## src/rtl/irc_tok_pkg.sv

```systemverilog
`timescale 1ns / 1ps
// ----------------------------------------------------------------------------
// irc_tok_pkg
// Shared types, codes and the command name table for the IRC line tokenizer.
// ----------------------------------------------------------------------------
package irc_tok_pkg;

    // Middle parameter at which the rest of the middle part is taken verbatim
    localparam int MAX_MIDDLE_PARAMS = 19;
    localparam int NAME_COUNT        = 19;
    localparam int RESULTS_MAX       = 3;

    // Bytes with a special meaning
    localparam logic [7:0] CHR_NUL   = 8'h00;
    localparam logic [7:0] CHR_LF    = 8'h0A;
    localparam logic [7:0] CHR_SPACE = 8'h20;
    localparam logic [7:0] CHR_COLON = 8'h3A;

    typedef enum logic [2:0] {
        KIND_ORIGIN  = 3'd0,
        KIND_COMMAND = 3'd1,
        KIND_MIDDLE  = 3'd2,
        KIND_TRAIL   = 3'd3,
        KIND_SUMMARY = 3'd4
    } kind_t;

    typedef enum logic [1:0] {
        STATUS_GOOD   = 2'd0,
        STATUS_BLANK  = 2'd1,
        STATUS_NO_CMD = 2'd2
    } status_t;

    // One result transaction
    typedef struct packed {
        kind_t       kind;
        logic [7:0]  data_byte;
        logic [4:0]  param_index;
        logic        token_first;
        logic [4:0]  command_code;
        logic [4:0]  param_total;
        status_t     line_status;
        logic        run_last;
    } res_t;

    // All results caused by one input byte, in order
    typedef struct packed {
        logic [1:0]        count;
        res_t [RESULTS_MAX-1:0] slot;
    } bundle_t;

    // Command names, left aligned, zero padded to eight characters
    localparam logic [63:0] NAME_TAB [NAME_COUNT] = '{
        {"PING",    32'h0}, {"PONG",    32'h0}, {"PRIVMSG",  8'h0},
        {"SJOIN",   24'h0}, {"PART",    32'h0}, {"NICK",    32'h0},
        {"QUIT",    32'h0}, {"MODE",    32'h0}, {"KICK",    32'h0},
        {"KILL",    32'h0}, {"SQUIT",   24'h0}, {"SERVER",  16'h0},
        {"STATS",   24'h0}, {"ADMIN",   24'h0}, {"VERSION",  8'h0},
        {"INFO",    32'h0}, {"JOIN",    32'h0}, {"PASS",    32'h0},
        {"ERROR",   24'h0}
    };

    // Character at a position of a name; zero past its end
    function automatic logic [7:0] name_char(int k, logic [2:0] pos);
        logic [63:0] w;
        logic [5:0]  sh;
        w  = NAME_TAB[k];
        sh = {~pos, 3'b000};
        return w[sh +: 8];
    endfunction

    // Byte result with the summary fields cleared
    function automatic res_t tok_res(kind_t kind, logic [7:0] data, logic [4:0] idx,
                                     logic first);
        res_t r;
        r             = '0;
        r.kind        = kind;
        r.data_byte   = data;
        r.param_index = idx;
        r.token_first = first;
        return r;
    endfunction

endpackage

```

## src/rtl/irc_tok_parse.sv

```systemverilog
`timescale 1ns / 1ps
// ----------------------------------------------------------------------------
// irc_tok_parse
// Line state and the single-pass step: classifies one byte, updates the
// command match and parameter count, and builds the result bundle.
// ----------------------------------------------------------------------------
module irc_tok_parse (
    input  logic                 aclk,
    input  logic                 aresetn,
    input  logic                 fire,
    input  logic [7:0]           byte_in,
    input  logic                 line_end,
    output irc_tok_pkg::bundle_t bundle
);

    typedef enum logic [3:0] {
        PH_START  = 4'd0,
        PH_ORIGIN = 4'd1,
        PH_CMD_A  = 4'd2,
        PH_CMD_B  = 4'd3,
        PH_MSG    = 4'd4,
        PH_MID    = 4'd5,
        PH_GAP    = 4'd6,
        PH_VERB   = 4'd7,
        PH_TRAIL  = 4'd8,
        PH_BLANK  = 4'd9
    } phase_t;

    localparam logic [18:0] ALL_NAMES = '1;

    phase_t      phase_reg, phase_next;
    logic        held_reg, held_next;          // held byte is always a space
    logic [4:0]  pc_reg, pc_next;
    logic [18:0] match_reg, match_next;
    logic [2:0]  pos_reg, pos_next;
    logic        ended_reg, ended_next;
    logic        open_reg, open_next;
    logic [1:0]  cnt;
    logic [4:0]  code;
    logic        verb;

    // Knock out names that disagree with this byte, case folded
    function automatic logic [18:0] match_step(logic [18:0] mb, logic [2:0] pos,
                                               logic [7:0] b);
        logic [7:0]  f;
        logic [7:0]  c;
        logic [18:0] m;
        m = mb;
        f = (b >= 8'h61 && b <= 8'h7A) ? b - 8'd32 : b;
        for (int k = 0; k < irc_tok_pkg::NAME_COUNT; k++) begin
            c = irc_tok_pkg::name_char(k, pos);
            if (c == irc_tok_pkg::CHR_NUL || c != f) begin
                m[k] = 1'b0;
            end
        end
        return m;
    endfunction

    // Step for one byte
    always_comb begin
        phase_next = phase_reg;
        held_next  = held_reg;
        pc_next    = pc_reg;
        match_next = match_reg;
        pos_next   = pos_reg;
        ended_next = ended_reg;
        open_next  = open_reg;
        bundle     = '0;
        cnt        = 2'd0;
        code       = 5'(irc_tok_pkg::NAME_COUNT);
        verb       = 1'b0;

        if (!ended_next) begin
            if (byte_in == irc_tok_pkg::CHR_NUL) begin
                // zero byte ends the string
                if (held_next) begin
                    held_next = 1'b0;
                    bundle.slot[cnt] = irc_tok_pkg::tok_res(irc_tok_pkg::KIND_MIDDLE,
                        irc_tok_pkg::CHR_SPACE, pc_next - 5'd1, !open_next);
                    open_next = 1'b1;
                    cnt = cnt + 2'd1;
                end
                ended_next = 1'b1;
                if (phase_next == PH_START) begin
                    phase_next = PH_BLANK;
                end
            end else begin
                case (phase_next)
                    PH_START: begin
                        open_next = 1'b0;
                        if (byte_in == irc_tok_pkg::CHR_LF) begin
                            phase_next = PH_BLANK;
                            ended_next = 1'b1;
                        end else if (byte_in == irc_tok_pkg::CHR_COLON) begin
                            phase_next = PH_ORIGIN;
                        end else if (byte_in == irc_tok_pkg::CHR_SPACE) begin
                            phase_next = PH_MSG;
                            pc_next    = 5'd1;
                        end else begin
                            phase_next = PH_CMD_B;
                            match_next = match_step(match_next, pos_next, byte_in);
                            if (pos_next < 3'd7) pos_next = pos_next + 3'd1;
                            bundle.slot[cnt] = irc_tok_pkg::tok_res(
                                irc_tok_pkg::KIND_COMMAND, byte_in, 5'd0, !open_next);
                            open_next = 1'b1;
                            cnt = cnt + 2'd1;
                        end
                    end
                    PH_ORIGIN: begin
                        if (byte_in == irc_tok_pkg::CHR_SPACE) begin
                            phase_next = PH_CMD_A;
                            open_next  = 1'b0;
                        end else begin
                            bundle.slot[cnt] = irc_tok_pkg::tok_res(
                                irc_tok_pkg::KIND_ORIGIN, byte_in, 5'd0, !open_next);
                            open_next = 1'b1;
                            cnt = cnt + 2'd1;
                        end
                    end
                    PH_CMD_A, PH_CMD_B: begin
                        if (byte_in == irc_tok_pkg::CHR_SPACE) begin
                            phase_next = PH_MSG;
                            pc_next    = 5'd1;
                            open_next  = 1'b0;
                        end else begin
                            match_next = match_step(match_next, pos_next, byte_in);
                            if (pos_next < 3'd7) pos_next = pos_next + 3'd1;
                            bundle.slot[cnt] = irc_tok_pkg::tok_res(
                                irc_tok_pkg::KIND_COMMAND, byte_in, 5'd0, !open_next);
                            open_next = 1'b1;
                            cnt = cnt + 2'd1;
                        end
                    end
                    PH_MSG: begin
                        open_next = 1'b0;
                        verb = (pc_next >= 5'(irc_tok_pkg::MAX_MIDDLE_PARAMS));
                        if (byte_in == irc_tok_pkg::CHR_COLON) begin
                            phase_next = PH_TRAIL;
                        end else if (byte_in == irc_tok_pkg::CHR_SPACE) begin
                            if (verb) begin
                                phase_next = PH_VERB;
                                held_next  = 1'b1;
                            end else begin
                                phase_next = PH_GAP;
                            end
                        end else begin
                            phase_next = verb ? PH_VERB : PH_MID;
                            bundle.slot[cnt] = irc_tok_pkg::tok_res(
                                irc_tok_pkg::KIND_MIDDLE, byte_in, pc_next - 5'd1,
                                !open_next);
                            open_next = 1'b1;
                            cnt = cnt + 2'd1;
                        end
                    end
                    PH_MID: begin
                        if (byte_in == irc_tok_pkg::CHR_SPACE) begin
                            phase_next = PH_GAP;
                        end else begin
                            bundle.slot[cnt] = irc_tok_pkg::tok_res(
                                irc_tok_pkg::KIND_MIDDLE, byte_in, pc_next - 5'd1,
                                !open_next);
                            open_next = 1'b1;
                            cnt = cnt + 2'd1;
                        end
                    end
                    PH_GAP: begin
                        if (byte_in == irc_tok_pkg::CHR_COLON) begin
                            pc_next    = pc_next + 5'd1;
                            open_next  = 1'b0;
                            phase_next = PH_TRAIL;
                        end else if (byte_in != irc_tok_pkg::CHR_SPACE) begin
                            pc_next    = pc_next + 5'd1;
                            open_next  = 1'b0;
                            verb = (pc_next >= 5'(irc_tok_pkg::MAX_MIDDLE_PARAMS));
                            phase_next = verb ? PH_VERB : PH_MID;
                            bundle.slot[cnt] = irc_tok_pkg::tok_res(
                                irc_tok_pkg::KIND_MIDDLE, byte_in, pc_next - 5'd1,
                                !open_next);
                            open_next = 1'b1;
                            cnt = cnt + 2'd1;
                        end
                    end
                    PH_VERB: begin
                        if (byte_in == irc_tok_pkg::CHR_COLON && held_next) begin
                            // a held space then ':' opens the trailing parameter
                            held_next  = 1'b0;
                            pc_next    = pc_next + 5'd1;
                            open_next  = 1'b0;
                            phase_next = PH_TRAIL;
                        end else begin
                            if (held_next) begin
                                held_next = 1'b0;
                                bundle.slot[cnt] = irc_tok_pkg::tok_res(
                                    irc_tok_pkg::KIND_MIDDLE, irc_tok_pkg::CHR_SPACE,
                                    pc_next - 5'd1, !open_next);
                                open_next = 1'b1;
                                cnt = cnt + 2'd1;
                            end
                            if (byte_in == irc_tok_pkg::CHR_SPACE) begin
                                held_next = 1'b1;
                            end else begin
                                bundle.slot[cnt] = irc_tok_pkg::tok_res(
                                    irc_tok_pkg::KIND_MIDDLE, byte_in, pc_next - 5'd1,
                                    !open_next);
                                open_next = 1'b1;
                                cnt = cnt + 2'd1;
                            end
                        end
                    end
                    PH_TRAIL: begin
                        bundle.slot[cnt] = irc_tok_pkg::tok_res(irc_tok_pkg::KIND_TRAIL,
                            byte_in, pc_next - 5'd1, !open_next);
                        open_next = 1'b1;
                        cnt = cnt + 2'd1;
                    end
                    default: begin
                        ended_next = 1'b1;
                    end
                endcase
            end
        end

        // Line end: flush a held space, append the summary, back to line start
        if (line_end) begin
            if (held_next) begin
                held_next = 1'b0;
                bundle.slot[cnt] = irc_tok_pkg::tok_res(irc_tok_pkg::KIND_MIDDLE,
                    irc_tok_pkg::CHR_SPACE, pc_next - 5'd1, !open_next);
                cnt = cnt + 2'd1;
            end
            for (int k = irc_tok_pkg::NAME_COUNT - 1; k >= 0; k--) begin
                if (match_next[k] && irc_tok_pkg::name_char(k, pos_next) ==
                        irc_tok_pkg::CHR_NUL) begin
                    code = 5'(k);
                end
            end
            bundle.slot[cnt]      = '0;
            bundle.slot[cnt].kind = irc_tok_pkg::KIND_SUMMARY;
            if (phase_next == PH_BLANK) begin
                bundle.slot[cnt].line_status  = irc_tok_pkg::STATUS_BLANK;
                bundle.slot[cnt].command_code = 5'(irc_tok_pkg::NAME_COUNT);
            end else if (phase_next == PH_START || phase_next == PH_ORIGIN ||
                         phase_next == PH_CMD_B) begin
                bundle.slot[cnt].line_status  = irc_tok_pkg::STATUS_NO_CMD;
                bundle.slot[cnt].command_code = 5'(irc_tok_pkg::NAME_COUNT);
            end else begin
                bundle.slot[cnt].line_status  = irc_tok_pkg::STATUS_GOOD;
                bundle.slot[cnt].command_code = code;
                bundle.slot[cnt].param_total  = (phase_next == PH_CMD_A) ? 5'd0 : pc_next;
            end
            cnt        = cnt + 2'd1;
            phase_next = PH_START;
            held_next  = 1'b0;
            pc_next    = 5'd0;
            match_next = ALL_NAMES;
            pos_next   = 3'd0;
            ended_next = 1'b0;
            open_next  = 1'b0;
        end

        if (cnt != 2'd0) begin
            bundle.slot[cnt - 2'd1].run_last = 1'b1;
        end
        bundle.count = cnt;
    end

    // Line state
    always_ff @(posedge aclk) begin
        if (!aresetn) begin
            phase_reg <= PH_START;
            held_reg  <= 1'b0;
            pc_reg    <= 5'd0;
            match_reg <= ALL_NAMES;
            pos_reg   <= 3'd0;
            ended_reg <= 1'b0;
            open_reg  <= 1'b0;
        end else if (fire) begin
            phase_reg <= phase_next;
            held_reg  <= held_next;
            pc_reg    <= pc_next;
            match_reg <= match_next;
            pos_reg   <= pos_next;
            ended_reg <= ended_next;
            open_reg  <= open_next;
        end
    end

endmodule

```

## src/rtl/irc_tok_emit.sv

```systemverilog
`timescale 1ns / 1ps
// ----------------------------------------------------------------------------
// irc_tok_emit
// Result register: holds the bundle of one byte and hands its results out
// one transaction per cycle while m_ready is high.
// ----------------------------------------------------------------------------
module irc_tok_emit (
    input  logic                 aclk,
    input  logic                 aresetn,
    input  logic                 load,
    input  irc_tok_pkg::bundle_t bundle,
    output logic                 free,
    output logic                 m_valid,
    input  logic                 m_ready,
    output irc_tok_pkg::res_t    m_res
);

    irc_tok_pkg::res_t [irc_tok_pkg::RESULTS_MAX-1:0] slot_reg;
    logic [1:0] cnt_reg;
    logic       pop;

    assign m_valid = (cnt_reg != 2'd0);
    assign m_res   = slot_reg[0];
    assign pop     = m_valid && m_ready;
    // Free when nothing waits or the last waiting result leaves in this cycle
    assign free    = (cnt_reg == 2'd0) || (cnt_reg == 2'd1 && m_ready);

    // Count of results still to deliver
    always_ff @(posedge aclk) begin
        if (!aresetn) begin
            cnt_reg <= 2'd0;
        end else if (load) begin
            cnt_reg <= bundle.count;
        end else if (pop) begin
            cnt_reg <= cnt_reg - 2'd1;
        end
    end

    // Result slots, shifted towards the output
    always_ff @(posedge aclk) begin
        if (load) begin
            slot_reg <= bundle.slot;
        end else if (pop) begin
            slot_reg[0] <= slot_reg[1];
            slot_reg[1] <= slot_reg[2];
        end
    end

`ifndef NO_ASSERTIONS
    // A bundle never lands on results still waiting
    a_load_free: assert property (@(posedge aclk) disable iff (!aresetn)
        load |-> (cnt_reg == 2'd0 || (cnt_reg == 2'd1 && m_ready)))
        else $error("bundle loaded over waiting results");

    // The final waiting result closes the run
    a_last_marked: assert property (@(posedge aclk) disable iff (!aresetn)
        (m_valid && cnt_reg == 2'd1) |-> m_res.run_last)
        else $error("last result of a byte lacks run_last");

    // Earlier results of a run do not close it
    a_not_early: assert property (@(posedge aclk) disable iff (!aresetn)
        (cnt_reg > 2'd1) |-> !m_res.run_last)
        else $error("run_last before the end of a run");

    // Draining the last result with nothing loaded leaves the output empty
    a_drain: assert property (@(posedge aclk) disable iff (!aresetn)
        (pop && cnt_reg == 2'd1 && !load) |=> !m_valid)
        else $error("output still valid after draining");
`endif

endmodule

```

## src/rtl/irc_line_tokenizer_top.sv

```systemverilog
`timescale 1ns / 1ps
// Path: a byte is held in the input register, then its bundle in the result register.
// Throughput: one byte per cycle while each byte gives at most one result and m_ready
//   is high; a byte giving k results (k up to 3) holds the single result register until all k leave.
// Reset: aresetn is synchronous, active low; the line state returns to line start
//   and both the input and result registers are emptied.
// ----------------------------------------------------------------------------
// irc_line_tokenizer_top
// IRC line tokenizer: input register, single-pass parse step and result
// register with one transaction per cycle on each side when nothing stalls.
// ----------------------------------------------------------------------------
module irc_line_tokenizer_top (
    input  logic       aclk,
    input  logic       aresetn,
    input  logic       s_valid,
    output logic       s_ready,
    input  logic [7:0] s_byte_in,
    input  logic       s_line_end,
    output logic       m_valid,
    input  logic       m_ready,
    output logic [2:0] m_kind,
    output logic [7:0] m_data_byte,
    output logic [4:0] m_param_index,
    output logic       m_token_first,
    output logic [4:0] m_command_code,
    output logic [4:0] m_param_total,
    output logic [1:0] m_line_status,
    output logic       m_run_last
);

    logic                 in_valid_reg;
    logic [7:0]           in_byte_reg;
    logic                 in_end_reg;
    logic                 free;
    logic                 fire;
    irc_tok_pkg::bundle_t bundle;
    irc_tok_pkg::res_t    m_res;

    assign fire    = in_valid_reg && free;
    assign s_ready = !in_valid_reg || fire;

    // Input register
    always_ff @(posedge aclk) begin
        if (!aresetn) begin
            in_valid_reg <= 1'b0;
        end else if (s_ready) begin
            in_valid_reg <= s_valid;
        end
    end

    always_ff @(posedge aclk) begin
        if (s_valid && s_ready) begin
            in_byte_reg <= s_byte_in;
            in_end_reg  <= s_line_end;
        end
    end

    irc_tok_parse u_parse (
        .aclk     (aclk),
        .aresetn  (aresetn),
        .fire     (fire),
        .byte_in  (in_byte_reg),
        .line_end (in_end_reg),
        .bundle   (bundle)
    );

    irc_tok_emit u_emit (
        .aclk    (aclk),
        .aresetn (aresetn),
        .load    (fire),
        .bundle  (bundle),
        .free    (free),
        .m_valid (m_valid),
        .m_ready (m_ready),
        .m_res   (m_res)
    );

    // Result fields
    assign m_kind         = m_res.kind;
    assign m_data_byte    = m_res.data_byte;
    assign m_param_index  = m_res.param_index;
    assign m_token_first  = m_res.token_first;
    assign m_command_code = m_res.command_code;
    assign m_param_total  = m_res.param_total;
    assign m_line_status  = m_res.line_status;
    assign m_run_last     = m_res.run_last;

endmodule
```

## config.mk

```make
export PLATFORM = sky130hd
export DESIGN_NAME = irc_line_tokenizer_top
export DESIGN_NICKNAME = d
export VERILOG_FILES = /design/src/rtl/irc_tok_pkg.sv /design/src/rtl/irc_tok_parse.sv /design/src/rtl/irc_tok_emit.sv /design/src/rtl/irc_line_tokenizer_top.sv
export SDC_FILE = /design/constraint.sdc
export NUM_CORES = 1
export LEC_CHECK = 0
export BUFFER_PORTS_ARGS = -buffer_cell sky130_fd_sc_hd__buf_2
export CAP_MARGIN = 20
export CORE_MARGIN = 5
export CORE_UTILIZATION = 31
export CTS_CLUSTER_DIAMETER = 50
export DETAILED_ROUTE_END_ITERATION = 10
export PLACE_DENSITY = 0.52
export SETUP_SLACK_MARGIN = 0.15
export SLEW_MARGIN = 20
export SYNTH_ARGS = -nofsm -noshare
export SYNTH_HDL_FRONTEND = slang
export SYNTH_SLANG_ARGS = --single-unit
```

## constraint.sdc

```tcl
create_clock -name aclk -period 6.2 [get_ports aclk]
set_input_delay 0.62 -clock aclk [delete_from_list [all_inputs] [get_ports aclk]]
set_output_delay 0.62 -clock aclk [all_outputs]
set_load 0.01 [all_outputs]
```

==> results.sh, run 1 <==
export IMPL_syn_nets=1144
export IMPL_clk_latency_ps=430
export IMPL_die_h_um=186
export IMPL_ys_flop_type="edfxtp_1"
export IMPL_vdd_ir_drop_max_uv=211
export IMPL_holdWs_ps=371
export IMPL_worst_pin_slew_ps=933
export IMPL_hold_buffers=0
export IMPL_place_gp_congestion=0.883
export IMPL_dpl_cell_count=1447
export IMPL_clkTransAtPathRegs_ps=60
export IMPL_ys_top_cells_by_count="98 x nand2_1, 90 x edfxtp_1, 82 x nor2_1, 61 x a21oi_1, 55 x o21ai_0"
export IMPL_synth_compound_area_frac=0.251
export IMPL_hold_viol=0
export IMPL_ys_types=100
export IMPL_power_frac_comb=0.259
export IMPL_cts_setup_buffers=0
export IMPL_synth_area_leaders="edfxtp_1 28%, dfxtp_1 7.7%, ha_1 4.8%"
export IMPL_rsz0062_at_grt="no"
export IMPL_largest_reg_flops=51
export IMPL_final_cells=1480
export IMPL_syn2layout_area_growth_pct=9.32
export IMPL_outcome="completed"
export IMPL_fillerInstances=3170
export IMPL_grt_overflow=0
export IMPL_netSwitchingFraction=0.349
export IMPL_fp_coreArea_um2=30500
export IMPL_cts_root_buffer="clkbuf_16"
export IMPL_maxCapViolations=0
export IMPL_io_buffers=44
export IMPL_avgSynthCellArea_um2=8.74
export IMPL_grt_pass1_wl_mm=48.1
export IMPL_ys_warn_count=0
export IMPL_ios=45
export IMPL_synth_edf_count=90
export IMPL_cp_max_fo=20
export IMPL_hpwl_mm=21.9
export IMPL_area_sequential_um2=3440
export IMPL_fmax_ghz=0.189
export IMPL_cts_buffers=17
export IMPL_dieArea_um2=34500
export IMPL_synth_adder_area_share=0.0484
export IMPL_synthMuxAreaShare=0.00850
export IMPL_finalMaxSlewViolations=0
export IMPL_critPathKind="reg -> reg"
export IMPL_cts_sinks=127
export IMPL_start_util=0.313
export IMPL_period_needed_ps=5300
export IMPL_synthMostInstantiatedCell="nand2_1"
export IMPL_wl_mm=30.8
export IMPL_synthXorXnorAreaFrac=0.0449
export IMPL_antenna_found_initial=0
export IMPL_p_int_mw=1.90
export IMPL_fp_row_count=64
export IMPL_total_power_mw=2.92
export IMPL_cts_path_max_buffers=2
export IMPL_drt_iter0_markers=815
export IMPL_final_core_util=0.343
export IMPL_leakage_nw=3.86
export IMPL_cts_resized=0
export IMPL_drt_antenna_violating_nets=0
export IMPL_netlist_area_um2=9560
export IMPL_fin_nets=1120
export IMPL_first_pass_iters=5
export IMPL_fin_tns_setup_ps=0
export IMPL_synth_seq_area_share=0.360
export IMPL_hp_class="in -> reg"
export IMPL_switchingPower_mw=1.02
export IMPL_yosys_area_top_type="edfxtp_1"
export IMPL_p_per_area_nw_per_um2=279
export IMPL_setup_worst_path_end_class="flop"
export IMPL_grt_pass1_vias=8210
export IMPL_required_ps=6490
export IMPL_drcViolationCount=0
export IMPL_fin_skew_ps=14.8
export IMPL_clkPwrFrac=0.340
export IMPL_drive_above_1_share=0.129
export IMPL_die_x_um=186
export IMPL_maxSlewHeadroom=0.376
export IMPL_ys_ff_latch=127
export IMPL_finalCritPeriodShare=0.855
export IMPL_synthCells=1094
export IMPL_grtUsageTotal=0.178
export IMPL_yosys_area_share_simple=0.211
export IMPL_worst_ep_arrival_time_ps=5590
export IMPL_start_kind="flop"
export IMPL_grt_start_max_net_pins=82
export IMPL_wl_per_cell_um=20.8
export IMPL_routed_via_density=5.65
export IMPL_cts_tree="built"
export IMPL_netlist_area_leader_share=0.283
export IMPL_vias=8368
export IMPL_synthArstFlopShare=0
export IMPL_setup_violations=0
export IMPL_htree_levels=4
export IMPL_seq_power_share=0.401
export IMPL_synth_top_family_by_area="compound AO/OA/AOI/OAI gates"
export IMPL_multi_input_area_um2=5390
## path summary, 6_finish.rpt
check / startpoint / to / slack [ps] / cells after the start
setup / recovery: in_byte_reg[4] / u_emit.slot_reg[55] / 900 / 15
hold / removal: s_byte_in[0] / in_byte_reg[0] / 370 / 1
setup reg to reg: in_byte_reg[4] / u_emit.slot_reg[55] / 900 / 15
hold reg to reg: u_parse.match_reg[3] / u_parse.match_reg[3] / 450 / 2
## through the flow
step           setup WS [ps]  instance area [um^2]
5_1_grt                  566                 10500
3_3_place_gp            1200                  9880
3_5_place_dp             961                  9880
6_report                 900                 10500
4_1_cts                  955                 10500
2_1_floorplan           2010                  9560
## power by group through the flow
stage | Combinational, mW | Sequential, mW | Clock [mW]
2_1_floorplan | 0.593 | 1.15 | 0
3_3_place_gp | 0.751 | 1.19 | 0
3_5_place_dp | 0.754 | 1.19 | 0
4_1_cts | 0.758 | 1.17 | 1.00
5_1_grt | 0.830 | 1.18 | 1.05
6_report | 0.755 | 1.17 | 0.992
## routing by layer
metal  routed length, um  vias to the layer above  GRT usage
li1                    -                     3977          -
met1               13700                     4060      0.238
met2               14700                      274      0.295
met3                1510                       57     0.0264
met4                 886                        0     0.0621
met5                   0                        -          0
## layout make-up
| class | count | area share |
|---|---|---|
| clock inverters | 15 | 0.0140 |
| flip-flops and latches | 127 | 0.330 |
| diodes | 1 | 0.000239 |
| inverters | 45 | 0.0162 |
| multi-input cells | 814 | 0.516 |
| well taps | 396 | 0.0474 |
| repair buffers | 65 | 0.0361 |
| clock buffers | 17 | 0.0407 |
## cell usage in the layout, fill, tap and decap left out, types with 11 or more instances in the layout
cell / n
a22oi_1: 15
edfxtp_1: 90
nor2b_1: 26
a22o_1: 22
and3_1: 12
nor3_1: 35
ha_1: 37
a21oi_1: 61
o22ai_1: 11
xor2_1: 14
xnor2_1: 35
nand4_1: 12
o21ai_0: 55
and2_1: 24
clkbuf_16: 17
o21ai_1: 14
buf_4: 21
inv_1: 40
dfxtp_1: 36
nand2b_1: 15
a31oi_1: 14
nor2_1: 82
nand2_1: 98
buf_2: 44
o31ai_1: 11
nand3_1: 32
## cells by family after synthesis
| group | count (synthesis) |
|---|---|
| xor+xnor | 49 |
| simple gates | 388 |
| flops | 127 |
| compound gates | 332 |
| fa+ha+maj | 37 |
| mux | 8 |
| buf+inv | 153 |
## critical path: stages, from the launching register on
cell	delay [ps]
edfxtp_1	750
nor4_2	450
and3_1	540
inv_2	230
ha_1	330
nand2_1	50
a21oi_1	390
inv_1	160
ha_1	310
a21o_1	120
inv_1	60
ha_1	300
nand2_1	160
nand2_1	330
a2111oi_0	760
and2_1	220
Note: power is estimated with default switching activity, not from simulation.
==> run 2, diff against run 1 <==
--- a/config.mk
+++ b/config.mk
@@ -12,6 +12,7 @@
 export CTS_CLUSTER_DIAMETER = 50
 export DETAILED_ROUTE_END_ITERATION = 10
 export PLACE_DENSITY = 0.52
+export RECOVER_POWER = 25
 export SETUP_SLACK_MARGIN = 0.15
 export SLEW_MARGIN = 20
 export SYNTH_ARGS = -nofsm -noshare
==> results.sh, run 2 (synthesis results as in run 1) <==
export IMPL_final_cell_mix="98 x nand2_1, 90 x edfxtp_1, 82 x nor2_1"
export IMPL_grt_start_max_net_pins=82
export IMPL_total_power_mw=2.91
export IMPL_grt_overflow=0
export IMPL_fin_tns_setup_ps=0
export IMPL_hpwl_mm=21.9
export IMPL_p_per_area_nw_per_um2=279
export IMPL_period_needed_ps=5310
export IMPL_setup_worst_path_end_class="flop"
export IMPL_drive_above_1_share=0.0979
export IMPL_cts_resized=0
export IMPL_htree_levels=4
export IMPL_grt_pass1_vias=8210
export IMPL_die_x_um=186
export IMPL_rsz0062_at_grt="no"
export IMPL_met1Wirelength_mm=13.6
export IMPL_fin_nets=1120
export IMPL_fmax_ghz=0.188
export IMPL_post_dp_cell_area_um2=9880
export IMPL_leakage_nw=3.77
export IMPL_cts_setup_buffers=0
export IMPL_drt_antenna_violating_nets=0
export IMPL_clk_latency_ps=430
export IMPL_critPathKind="reg -> reg"
export IMPL_maxSlewHeadroom=-1.05
export IMPL_syn2layout_area_growth_pct=8.83
export IMPL_vias=8399
export IMPL_fin_skew_ps=14.6
export IMPL_highest_layer="met4"
export IMPL_hold_viol=0
export IMPL_grtUsageTotal=0.178
export IMPL_hp_class="in -> reg"
export IMPL_ios=45
export IMPL_design_area_um2=10400
export IMPL_antennaDiodeCount=0
export IMPL_wl_met3_mm=1.46
export IMPL_clkTransAtPathRegs_ps=60
export IMPL_outcome="finished, violations left"
export IMPL_cp_max_fo=20
export IMPL_crit_chain="nor4_2, and3_1, inv_2, a21o_1, a21oi_1, o32a_1, and2_1, a21oi_1, inv_1, ha_1, a21o_1, inv_1, ha_1, nand2_1, nand2_1, a2111oi_0, and2_1"
export IMPL_start_util=0.313
export IMPL_drt_iter0_markers=748
export IMPL_cts_sinks=127
export IMPL_maxCapViolations=1
export IMPL_crit_slowest_cell="edfxtp_1"
export IMPL_start_kind="flop"
export IMPL_final_common_cell="nand2_1"
export IMPL_worst_pin_slew_ps=3080
export IMPL_grt_pass1_wl_mm=48.1
export IMPL_routed_via_density=5.68
export IMPL_drcViolationCount=0
export IMPL_cts_path_max_buffers=2
export IMPL_cts_tree="built"
export IMPL_dieArea_um2=34500
export IMPL_routed_wl_met2_mm=14.7
export IMPL_critPathTopFamily="compound AO/OA/AOI/OAI gates"
export IMPL_largest_reg_flops=51
export IMPL_die_h_um=186
export IMPL_cts_root_buffer="clkbuf_16"
export IMPL_worst_ep_arrival_time_ps=5600
export IMPL_critPathBufInv=3
export IMPL_hold_buffers=0
export IMPL_vdd_ir_drop_max_uv=210
export IMPL_fp_row_count=64
export IMPL_max_stage_delay_ps=930
export IMPL_antenna_found_initial=0
export IMPL_setup_violations=0
export IMPL_io_buffers=44
export IMPL_fp_coreArea_um2=30500
export IMPL_cts_buffers=17
export IMPL_finalMaxSlewViolations=53
export IMPL_finalCritPeriodShare=0.856
export IMPL_required_ps=6490
export IMPL_wl_mm=30.7
export IMPL_wl_per_cell_um=20.8
export IMPL_first_pass_iters=5
export IMPL_place_gp_congestion=0.883
export IMPL_violations="max-capacitance violations, max-slew violations"
export IMPL_fillerInstances=3186
==> run 2: cell types whose count changed in the layout (fill, tap and decap cells not counted) <==
cell      change
and2_0        +1
diode_2       -1
inv_1         +1
inv_2         -1
and2_1        -1
buf_4         -1
clkbuf_1     +33
buf_2        -32
==> run 2: power breakdown <==
part           internal (mW)  switching (mW)
sequential              1.10          0.0744
combinational          0.254           0.487
clock                  0.534           0.455
total                   1.89            1.02
==> run 2: layer usage <==
metal | vias up | GRT usage
li1 | 3978 | -
met1 | 4082 | 0.238
met2 | 282 | 0.295
met3 | 57 | 0.0264
met4 | 0 | 0.0621
met5 | - | 0
==> run 2: per-stage QoR <==
| step | hold slack, ps | setup WS (ps) | instances | utilization |
|---|---|---|---|---|
| detailed placement | 437 | 961 | 1447 | 0.324 |
| global route | 357 | 566 | 1479 | 0.341 |
| CTS | 359 | 955 | 1479 | 0.343 |
| global placement | 427 | 1200 | 1447 | 0.324 |
| finish | 373 | 891 | 1479 | 0.341 |
| floorplan | 420 | 2010 | 1094 | - |
==> run 2: cell type report <==
| cell class | instances | area, um^2 | area share |
|---|---|---|---|
| clock inverters | 15 | 146 | 0.0141 |
| repair buffers | 65 | 334 | 0.0321 |
| inverters | 45 | 169 | 0.0162 |
| well taps | 396 | 495 | 0.0476 |
| clock buffers | 17 | 425 | 0.0409 |
| flip-flops and latches | 127 | 3440 | 0.331 |
| multi-input cells | 814 | 5390 | 0.518 |
==> run 2: worst paths after layout <==
path	cells past startpoint	to	slack, ps	startpoint
setup / recovery	17	u_emit.slot_reg[55]	890	in_byte_reg[4]
hold / removal	1	in_byte_reg[3]	370	s_byte_in[3]
setup reg to reg	17	u_emit.slot_reg[55]	890	in_byte_reg[4]
hold reg to reg	2	u_parse.match_reg[3]	450	u_parse.match_reg[3]
==> run 2: worst register-to-register path, cell delays in order (launching register included) <==
cell	delay, ps
edfxtp_1	930
nor4_2	150
and3_1	390
inv_2	280
a21o_1	160
a21oi_1	60
o32a_1	210
and2_1	190
a21oi_1	360
inv_1	150
ha_1	310
a21o_1	120
inv_1	60
ha_1	300
nand2_1	160
nand2_1	330
a2111oi_0	790
and2_1	220
